`src/rtl/smdu_pkg.sv`:
```
// ----------------------------------------------------------------------------
// smdu_pkg
// Shared types and constants for the signed multiply / divide unit.
// ----------------------------------------------------------------------------
package smdu_pkg;

    localparam int DATA_WIDTH = 32;
    localparam int CNT_W      = $clog2(DATA_WIDTH);

    localparam logic [1:0] CMD_MUL = 2'd0;
    localparam logic [1:0] CMD_QUO = 2'd1;
    localparam logic [1:0] CMD_REM = 2'd2;

    typedef struct packed {
        logic [1:0]                   cmd;
        logic signed [DATA_WIDTH-1:0] operand_a;
        logic signed [DATA_WIDTH-1:0] operand_b;
    } cmd_word_t;

    typedef struct packed {
        logic signed [DATA_WIDTH-1:0] result_value;
        logic                         divide_by_zero;
    } rsp_word_t;

    // Controls from the sequencer to the datapath.
    typedef struct packed {
        logic load;
        logic step;
        logic finish;
    } ctrl_t;

endpackage

```
`src/rtl/smdu_seq.sv`:
```
// ----------------------------------------------------------------------------
// smdu_seq
// Sequencer: load, one pass per operand bit, then a sign fixing state.
// ----------------------------------------------------------------------------
module smdu_seq (
    input  logic           clk,
    input  logic           rst_n,
    input  logic           start,
    input  logic           out_free,
    output logic           idle,
    output smdu_pkg::ctrl_t ctrl
);
    import smdu_pkg::*;

    localparam logic [1:0] S_IDLE = 2'd0;
    localparam logic [1:0] S_RUN  = 2'd1;
    localparam logic [1:0] S_FIX  = 2'd2;

    logic [1:0]       state_reg;
    logic [1:0]       state_next;
    logic [CNT_W-1:0] cnt_reg;
    logic [CNT_W-1:0] cnt_next;

    always_comb
    begin
        state_next  = state_reg;
        cnt_next    = cnt_reg;
        ctrl.load   = 1'b0;
        ctrl.step   = 1'b0;
        ctrl.finish = 1'b0;
        case (state_reg)
            S_IDLE:
            begin
                if (start)
                begin
                    ctrl.load  = 1'b1;
                    cnt_next   = CNT_W'(DATA_WIDTH - 1);
                    state_next = S_RUN;
                end
            end
            S_RUN:
            begin
                ctrl.step = 1'b1;
                cnt_next  = cnt_reg - 1'b1;
                if (cnt_reg == '0)
                begin
                    state_next = S_FIX;
                end
            end
            S_FIX:
            begin
                // Hold the finished word until the output register is free.
                if (out_free)
                begin
                    ctrl.finish = 1'b1;
                    state_next  = S_IDLE;
                end
            end
            default:
            begin
                state_next = S_IDLE;
            end
        endcase
    end

    assign idle = (state_reg == S_IDLE);

    always_ff @(posedge clk or negedge rst_n)
    begin
        if (!rst_n)
        begin
            state_reg <= S_IDLE;
            cnt_reg   <= '0;
        end
        else
        begin
            state_reg <= state_next;
            cnt_reg   <= cnt_next;
        end
    end

endmodule

```
`src/rtl/smdu_dp.sv`:
```
// ----------------------------------------------------------------------------
// smdu_dp
// Datapath: magnitude load, shared add/subtract step, sign restore.
// ----------------------------------------------------------------------------
module smdu_dp (
    input  logic                 clk,
    input  smdu_pkg::ctrl_t      ctrl,
    input  smdu_pkg::cmd_word_t  cmd_word,
    output smdu_pkg::rsp_word_t  rsp_word
);
    import smdu_pkg::*;

    localparam int W = DATA_WIDTH;

    logic [1:0]   op_reg;
    logic         neg_reg;
    logic         dz_reg;
    logic [W-1:0] acc_reg;   // product accumulator or partial remainder
    logic [W-1:0] opb_reg;   // shifted multiplicand or divisor
    logic [W-1:0] shf_reg;   // multiplier bits or dividend/quotient bits

    logic         na;
    logic         nb;
    logic [W-1:0] ma;
    logic [W-1:0] mb;
    logic         is_mul;
    logic [W:0]   add_x;
    logic [W:0]   add_y;
    logic [W:0]   add_sum;
    logic [W-1:0] mag;
    logic [W-1:0] signed_mag;

    // Input magnitudes, taken as unsigned so the most negative value is exact.
    assign na = cmd_word.operand_a[W-1];
    assign nb = cmd_word.operand_b[W-1];
    assign ma = na ? (~cmd_word.operand_a + 1'b1) : cmd_word.operand_a;
    assign mb = nb ? (~cmd_word.operand_b + 1'b1) : cmd_word.operand_b;

    // The one shared adder: add for multiply, subtract for divide.
    assign is_mul  = (op_reg == CMD_MUL);
    assign add_x   = is_mul ? {1'b0, acc_reg} : {acc_reg, shf_reg[W-1]};
    assign add_y   = {1'b0, opb_reg} ^ {(W+1){!is_mul}};
    assign add_sum = add_x + add_y + {{W{1'b0}}, !is_mul};

    always_ff @(posedge clk)
    begin
        if (ctrl.load)
        begin
            op_reg  <= cmd_word.cmd;
            neg_reg <= (cmd_word.cmd == CMD_REM) ? na : (na ^ nb);
            dz_reg  <= ((cmd_word.cmd == CMD_QUO) || (cmd_word.cmd == CMD_REM))
                       && (mb == '0);
            acc_reg <= '0;
            if (cmd_word.cmd == CMD_MUL)
            begin
                opb_reg <= ma;
                shf_reg <= mb;
            end
            else
            begin
                opb_reg <= mb;
                shf_reg <= ma;
            end
        end
        else if (ctrl.step)
        begin
            if (is_mul)
            begin
                if (shf_reg[0])
                begin
                    acc_reg <= add_sum[W-1:0];
                end
                opb_reg <= {opb_reg[W-2:0], 1'b0};
                shf_reg <= {1'b0, shf_reg[W-1:1]};
            end
            else
            begin
                // Restoring step: keep the difference when it did not borrow.
                acc_reg <= add_sum[W] ? add_x[W-1:0] : add_sum[W-1:0];
                shf_reg <= {shf_reg[W-2:0], !add_sum[W]};
            end
        end
    end

    always_comb
    begin
        case (op_reg)
            CMD_MUL: mag = acc_reg;
            CMD_QUO: mag = shf_reg;
            CMD_REM: mag = acc_reg;
            default: mag = '0;
        endcase
    end

    assign signed_mag = neg_reg ? (~mag + 1'b1) : mag;

    always_comb
    begin
        rsp_word.divide_by_zero = dz_reg;
        if (dz_reg || !(op_reg inside {CMD_MUL, CMD_QUO, CMD_REM}))
        begin
            rsp_word.result_value = '0;
        end
        else
        begin
            rsp_word.result_value = signed_mag;
        end
    end

endmodule

```
`src/rtl/signed_mul_div_unit_top.sv`:
```
// Each word passes through a load step, one shared add/subtract pass per operand
// bit, and a sign step that waits until the output register is free.
// A new word is taken only after the previous one finishes; one adder serves all.
// A new word is accepted while the previous result still waits at the output.
// Reset (rst_n low, asynchronous) empties the output and idles the sequencer.
// ----------------------------------------------------------------------------
// signed_mul_div_unit_top
// Sequential signed multiplier and divider with one shared adder.
// ----------------------------------------------------------------------------
module signed_mul_div_unit_top (
    input  logic                clk,
    input  logic                rst_n,
    input  logic                cmd_valid,
    output logic                cmd_stall,
    input  smdu_pkg::cmd_word_t cmd_word,
    output logic                rsp_valid,
    input  logic                rsp_stall,
    output smdu_pkg::rsp_word_t rsp_word
);
    import smdu_pkg::*;

    logic      idle;
    logic      start;
    logic      out_free;
    ctrl_t     ctrl;
    rsp_word_t dp_word;
    logic      rsp_valid_reg;
    logic      rsp_valid_next;
    rsp_word_t rsp_word_reg;

    // A command word is taken only when the sequencer is idle; the output
    // register decouples the result side, so a waiting result does not block.
    assign cmd_stall = !idle;
    assign start     = cmd_valid && idle;

    // The output register can take a new word when empty or being drained.
    assign out_free = !rsp_valid_reg || !rsp_stall;

    smdu_seq u_seq (
        .clk      (clk),
        .rst_n    (rst_n),
        .start    (start),
        .out_free (out_free),
        .idle     (idle),
        .ctrl     (ctrl)
    );

    smdu_dp u_dp (
        .clk      (clk),
        .ctrl     (ctrl),
        .cmd_word (cmd_word),
        .rsp_word (dp_word)
    );

    // The sign is restored in the final cycle and the word lands here.
    always_comb
    begin
        rsp_valid_next = rsp_valid_reg;
        if (ctrl.finish)
        begin
            rsp_valid_next = 1'b1;
        end
        else if (!rsp_stall)
        begin
            rsp_valid_next = 1'b0;
        end
    end

    always_ff @(posedge clk or negedge rst_n)
    begin
        if (!rst_n)
        begin
            rsp_valid_reg <= 1'b0;
        end
        else
        begin
            rsp_valid_reg <= rsp_valid_next;
        end
    end

    always_ff @(posedge clk)
    begin
        if (ctrl.finish)
        begin
            rsp_word_reg <= dp_word;
        end
    end

    assign rsp_valid = rsp_valid_reg;
    assign rsp_word  = rsp_word_reg;

endmodule
```
`config.mk`:
```
export PLATFORM = sky130hd
export DESIGN_NAME = signed_mul_div_unit_top
export DESIGN_NICKNAME = d
export VERILOG_FILES = /design/src/rtl/smdu_pkg.sv /design/src/rtl/smdu_seq.sv /design/src/rtl/smdu_dp.sv /design/src/rtl/signed_mul_div_unit_top.sv
export SDC_FILE = /design/constraint.sdc
export NUM_CORES = 1
export LEC_CHECK = 0
export BUFFER_PORTS_ARGS = -buffer_cell sky130_fd_sc_hd__buf_2
export CELL_PAD_IN_SITES_DETAIL_PLACEMENT = 1
export CELL_PAD_IN_SITES_GLOBAL_PLACEMENT = 2
export CORE_ASPECT_RATIO = 1.5
export CORE_MARGIN = 8
export CORE_UTILIZATION = 28
export CTS_BUF_LIST = sky130_fd_sc_hd__clkbuf_8
export DETAILED_ROUTE_END_ITERATION = 8
export GPL_TIMING_DRIVEN = 0
export PLACE_DENSITY_LB_ADDON = 0.1
export SLEW_MARGIN = 20
export SYNTH_ARGS = -nofsm -noshare
export SYNTH_HDL_FRONTEND = slang
export SYNTH_SLANG_ARGS = --single-unit
```
`constraint.sdc`:
```
create_clock -name clk -period 5.9 [get_ports clk]
set_input_delay 1.18 -clock clk [delete_from_list [all_inputs] [get_ports clk]]
set_output_delay 1.18 -clock clk [all_outputs]
set_load 0.03 [all_outputs]
```
; ---- After elaboration in Yosys (flattened, before gate mapping)
; Cells that the tools add are included.
[totals]
reg_bits = 141
inputBits = 70
output_inout_bits = 35
[classes]
addsub = 6
eq_ne = 11
mux = 30
bitwise_logic = 5
n_reduce_logical = 25
[ops]
columns = op, n
row1 = 2-to-1 mux 32 bit, 14
row2 = adder 32 x 1 -> 32 bit (second input constant), 3
row3 = inverter 32 bit, 3
row4 = case mux 32 bit (2 select lines), 1
row5 = adder 33 x 1 -> 33 bit, 1
row6 = adder 33 bit, 1
row7 = 2-to-1 mux 33 bit, 1
row8 = XOR 32 x 33 -> 33 bit, 1
row9 = logical NOT 32 bit, 1
row10 = case mux 5 bit (2 select lines), 1
row11 = 2-to-1 mux 1 bit, 8
row12 = != test 2 x 1 -> 1 bit (second input constant), 4
row13 = == test 2 x 1 -> 1 bit (second input constant), 3
row14 = == test 2 bit (second input constant), 3
row15 = logical NOT 1 bit, 6
row16 = logical NOT 2 bit, 3
row17 = 2-to-1 mux 2 bit, 3
row18 = case mux 2 bit (3 select lines), 1
row19 = AND reduction 2 bit, 3
row20 = nonzero test 2 bit, 3
row21 = logical NOT 5 bit, 1
row22 = 2-to-1 mux 5 bit, 1
row23 = subtractor 5 x 1 -> 5 bit (second input constant), 1
row24 = logical OR 1 bit, 3
row25 = other kinds (6), 7

; ---- Longest topological paths before layout
[depth]
word_depth = 9
ltp_mapped = 20
mapped_depth_nobuf = 12

; ---- By module
; From an unflattened synthesis, not the netlist that was laid out.
[unflattened]
cells_unflattened = 1387
area_unflattened_um2 = 11538.6
[modules_own_cells]
columns = mod, n_inst, cells_each, area_per_inst_um2, seq_area_each_um2
row1 = smdu_dp, 1, 1311, 10123.5, 2682.6
row2 = signed_mul_div_unit_top, 1, 38, 1037.2, 1016.0
row3 = smdu_seq, 1, 38, 377.9, 175.2

; ---- Worst setup path after synthesis
; Ideal clock, no wire load.
[synth_timing]
path_kind = reg-to-reg
start = register u_dp.op_reg[0]
end = register u_dp.acc_reg[10]
setup_time_ns = 0.132
arrival_time_ns = 4.570
slack_ns = 1.198
stages_incl_launch_ff = 18
synth_period_minus_slack_ns = 4.702
path_cell_list = edfxtp_1 > clkbuf_1 > clkbuf_1 > nor2_1 > clkbuf_1 > buf_1 > xnor2_1 > fa_1 > a211oi_1 > o211ai_1 > a211oi_1 > o21ai_1 > mux2i_1 > and2_1 > buf_2 > buf_2 > mux2i_1 > a21oi_1
[synth_between]
elab_chain_len = 7
word_cells_on_any_way = 11
classes_between = 2 x add/sub / 1 x eq/ne / 4 x mux / 1 x bitwise / 3 x reduce/logical
[synth_lines]
columns = item, line_no
row1 = start: declaration, smdu_dp.sv:15  ; logic [1:0] op_reg;
row2 = start signal: assignment, smdu_dp.sv:49  ; op_reg <= cmd_word.cmd;
row3 = logical NOT 2 bit *, smdu_dp.sv:40  ; assign is_mul = (op_reg == CMD_MUL);
row4 = logical NOT 1 bit, "smdu_dp.sv:42, smdu_dp.sv:43"
row5 = XOR 32 x 33 -> 33 bit, smdu_dp.sv:42  ; assign add_y = {1'b0, opb_reg} ^ {(W+1){!is_mul}};
row6 = adder 33 bit, smdu_dp.sv:43  ; assign add_sum = add_x + add_y + {{W{1'b0}}, !is_mul};
row7 = adder 33 x 1 -> 33 bit, smdu_dp.sv:43
row8 = 2-to-1 mux 32 bit (on tied branches), "smdu_dp.sv:79, smdu_dp.sv:69"
row9 = 2-to-1 mux 32 bit, smdu_dp.sv:67  ; if (is_mul)
row10 = end signal: assignment, smdu_dp.sv:71  ; acc_reg <= add_sum[W-1:0];
row11 = end signal: assignment, smdu_dp.sv:79  ; acc_reg <= add_sum[W] ? add_x[W-1:0] : add_sum[W-1:0];
row12 = end: declaration, smdu_dp.sv:18  ; logic [W-1:0] acc_reg;
; Mark *: on every way between the ends. The rest lies on a longest branch, timed or not. The select of a mux whose other input is x is not followed.
; A chain may end at the register's enable or synchronous reset.

; ---- Worst setup path after layout
[layout_timing]
start = register u_dp.op_reg[0]
end = register u_dp.acc_reg[9]
; Same word-level chain as after synthesis.

==> impl_table.tex <==
\begin{tabular}{lr}
\hline
Metric & Value \\
\hline
\multicolumn{2}{l}{\textbf{Status}} \\
Run status & complete, no violations \\
\multicolumn{2}{l}{\textbf{Final layout}} \\
Final core utilization & 0.324 \\
Number of flip-flops in the largest register & 33 \\
Ratio of cells with drive above 1 in the final layout & 0.114 \\
Fin nets & 1618 \\
Area grow syn2layout & 14.9\% \\
Final instance count without filler cells & between 2000 and 2500 \\
\multicolumn{2}{l}{\textbf{Synthesis}} \\
Area leader, netlist & sky130\_fd\_sc\_hd\_\_edfxtp\_1 \\
Netlist area before placement & 0.0115 mm² \\
Mapped Avg Cell Area & 8.30 µm² \\
Seq/Total Area, Yosys & 0.337 \\
Count of distinct cell types in the synthesized netlist & approximately 70 \\
Cell count after synthesis & 1384 \\
Post-Synth Adder-Cell Area & 0.0431 \\
Post-Syn Nets & 1493 \\
List of most frequent post-synthesis cells & sky130\_fd\_sc\_hd\_\_nand2\_1 (227), sky130\_fd\_sc\_hd\_\_o21ai\_0 (107), sky130\_fd\_sc\_hd\_\_a21oi\_1 (105) \\
Cells taking the most area after synthesis & sky130\_fd\_sc\_hd\_\_edfxtp\_1 (26\%), sky130\_fd\_sc\_hd\_\_nand2\_1 (7.4\%), sky130\_fd\_sc\_hd\_\_xnor2\_1 (6.9\%) \\
Share of the synthesized area in the top cell type & 0.264 \\
Share of flip-flops with an asynchronous set or reset after synthesis & 0.0567 \\
Number of synthesized flops with an enable pin & 101 \\
Dominant register cell in the synthesized netlist & sky130\_fd\_sc\_hd\_\_edfxtp\_1 \\
XOR/XNOR share of the synthesized area & 0.112 \\
Main combinational cell family by area after synthesis & compound AO/OA/AOI/OAI gates \\
Mux share of post-synthesis cell area & 0.0480 \\
Number of flip-flops and latches in the synthesized netlist & approximately 140 \\
Post-synthesis share of cell area spent on and, or, nand and nor gates & 0.181 \\
Compound-cell area share of the yosys netlist & 0.239 \\
Most common cell in the synthesized netlist & sky130\_fd\_sc\_hd\_\_nand2\_1 \\
Yosys warns & 0 \\
\multicolumn{2}{l}{\textbf{Clock network}} \\
CTS tree & done \\
Maximum count of clock buffers along a single path & 2 \\
Level count of the clock H-tree & 4 \\
CTS Root Cell & sky130\_fd\_sc\_hd\_\_clkbuf\_8 \\
Buffers inserted by post-CTS timing repair & 0 \\
Number of hold-repair buffers added at the cts stage & 0 \\
CTS clk-pin slew, worst paths & 0.09 ns \\
Total CTS buffers & 17 \\
Latest clock arrival within the worst-skew pair & just over 0.5 ns \\
TritonCTS Sinks & 141 \\
\multicolumn{2}{l}{\textbf{Global routing}} \\
Global-route wire length before repair & 74.4 mm \\
Largest net degree at the start of global routing & 23 \\
Vias in the first global route & 12015 \\
Initial antenna violation count & 1 \\
Grt total ovfl & 0 \\
Total GRT Usage & 0.205 \\
\multicolumn{2}{l}{\textbf{Route}} \\
Violation count after the first detailed-routing iteration & 700 \\
\# DRC & 0 \\
Total via count in the routed design & 11176 \\
Via-per-instance ratio & 5.49 \\
Post-detailed-route count of antenna-violating nets & 0 \\
Routed wire length & 49.7 mm \\
Detailed-routing iteration count for the pre-antenna-repair pass & 5 \\
Wire length per cell after detailed routing & 24.4 µm \\
\multicolumn{2}{l}{\textbf{Timing}} \\
Count of final setup violators & 0 \\
Setup TNS after final layout & 0 ns \\
Hold violation count in the final report & 0 \\
Worst slew margin relative to its limit & 0.234 \\
Worst Slack Setup Final & 0.217 ns \\
Min Tclk post-route & 5.68 ns \\
Pins over their slew limit & 0 \\
Worst-margin pin slew & 1.15 ns \\
RSZ-0062 raised after global routing & no \\
Fmax achieved & 0.176 GHz \\
Hold slack & 0.494 ns \\
Post-route clock period utilization & 0.963 \\
Clock skew & 0.0165 ns \\
\multicolumn{2}{l}{\textbf{Floorplanning}} \\
Number of core rows & between 90 and 100 \\
Chip height & 264 µm \\
Standard cell core area & between 0.04 and 0.05 mm² \\
Ports & 105 \\
Die Footprint & 0.0479 mm² \\
Horizontal die dimension & 181 µm \\
Starting density of the core & 0.282 \\
\multicolumn{2}{l}{\textbf{Critical path}} \\
Startpoint Class & register \\
Crit path capture type & register \\
Start-to-end type of the worst setup path & reg2reg \\
Arrival time at the worst endpoint & 6.06 ns \\
Register-to-register setup slack & 0.22 ns \\
Highest net fanout along the worst path & 10 \\
Critical Path RT & 6.27 ns \\
Depth of the worst register-to-register path & 17 \\
\multicolumn{2}{l}{\textbf{Place}} \\
Count of port buffers added during placement & 104 \\
Setup WS pre-CTS & -1.60 ns \\
Detailed placement HPWL & 41.2 mm \\
Total placed cells including tap cells & 2002 \\
Routability congestion estimate & 0.886 \\
\multicolumn{2}{l}{\textbf{Min path}} \\
Class of the tightest hold or removal check & reg2reg \\
Number of cells on the worst hold path & 1 \\
\multicolumn{2}{l}{\textbf{Power and ir drop}} \\
Leakage power & 0.00521 µW \\
Power density over cell area & 551 mW/mm² \\
Largest vdd supply drop & 0.168 mV \\
\multicolumn{2}{l}{\textbf{Job}} \\
Reported max-cap violation count & 0 \\
\hline
\end{tabular}
## worst paths after layout
| kind | from | end |
|---|---|---|
| worst max-delay path | u_dp.op_reg[0] | u_dp.acc_reg[9] |
| worst min-delay path | u_seq.cnt_reg[3] | u_seq.cnt_reg[3] |
| worst max register to register | u_dp.op_reg[0] | u_dp.acc_reg[9] |
| worst min register to register | u_seq.cnt_reg[3] | u_seq.cnt_reg[3] |
| max in group asynchronous | rst_n | rsp_valid |
| min in group asynchronous | rst_n | u_seq.state_reg[1] |
## routing by layer
metal,vias up,GRT usage,part of all wire
met5,-,0,0
met4,0,0.104,0.047
met3,86,0.0265,0.029
met2,266,0.384,0.53
met1,5483,0.222,0.40
li1,5341,-,-
## logic make-up (layout without fill, tap and decap cells)
logic type	Yosys count	in the layout
xor gates and xnor gates	147	147
other	0	1
DFF	141	141
muxes	55	55
and+or+nand+nor	456	456
AOI/OAI and AO/OA	425	425
buffers and inverters	121	259
adders and majority gates	39	39
## cells in the final DEF, fill, tap and decap left out, drive strengths merged, types with 24 or more instances in the layout
cell type,n
buf,116
a21o,24
ha,38
nand2,227
dfxtp,32
nor2,92
mux2i,54
clkbuf,105
inv,31
a21oi,105
edfxtp,101
xnor2,90
o21ai,117
xor2,57
## repair_timing
action | 4_1_cts | 5_1_grt
hold endpoints to repair | 0 | 0
endpoints found under the setup margin | 33 | 19
resized for setup | 18 | 7
## final cells by class
cell class / count / area (µm²)
Multi-Input combinational cell: 1122 / 7230
Clock inverter: 12 / 108
Tap cell: 511 / 639
Clock buffer: 20 / 275
Timing Repair Buffer: 107 / 603
Buffer: 94 / 382
Antenna cell: 1 / 2.50
Inverter: 26 / 97.6
Fill cell: 4984 / 27600
Sequential cell: 141 / 3870
## worst max-delay path, stage by stage (launching register included)
cell	delay (ns)
sky130_fd_sc_hd__edfxtp_1	0.40
sky130_fd_sc_hd__clkbuf_1	0.22
sky130_fd_sc_hd__clkbuf_2	0.28
sky130_fd_sc_hd__nor2_4	0.31
sky130_fd_sc_hd__clkbuf_2	0.39
sky130_fd_sc_hd__clkbuf_2	0.44
sky130_fd_sc_hd__xnor2_1	0.23
sky130_fd_sc_hd__ha_1	0.43
sky130_fd_sc_hd__a21oi_1	0.27
sky130_fd_sc_hd__o21ai_0	0.20
sky130_fd_sc_hd__a221oi_1	0.59
sky130_fd_sc_hd__o21ai_4	0.25
sky130_fd_sc_hd__mux2i_4	0.34
sky130_fd_sc_hd__and2_1	0.17
sky130_fd_sc_hd__buf_2	0.33
sky130_fd_sc_hd__clkbuf_4	0.36
sky130_fd_sc_hd__mux2i_1	0.23
sky130_fd_sc_hd__a21oi_1	0.08
## through the flow
stage               instance area, µm²  total power, µW
floorplan                        11500             4880
global placement                 12700             6360
detailed placement               12800             6440
CTS                              13200             7300
global route                     13200             7800
finish                           13200             7270
## where the power goes
group,switching (µW),leakage (µW),internal [µW]
clock network,430,0.000197,368
logic,2790,0.00368,1690
registers,450,0.00134,1540
(Power assumes the default switching activity.)
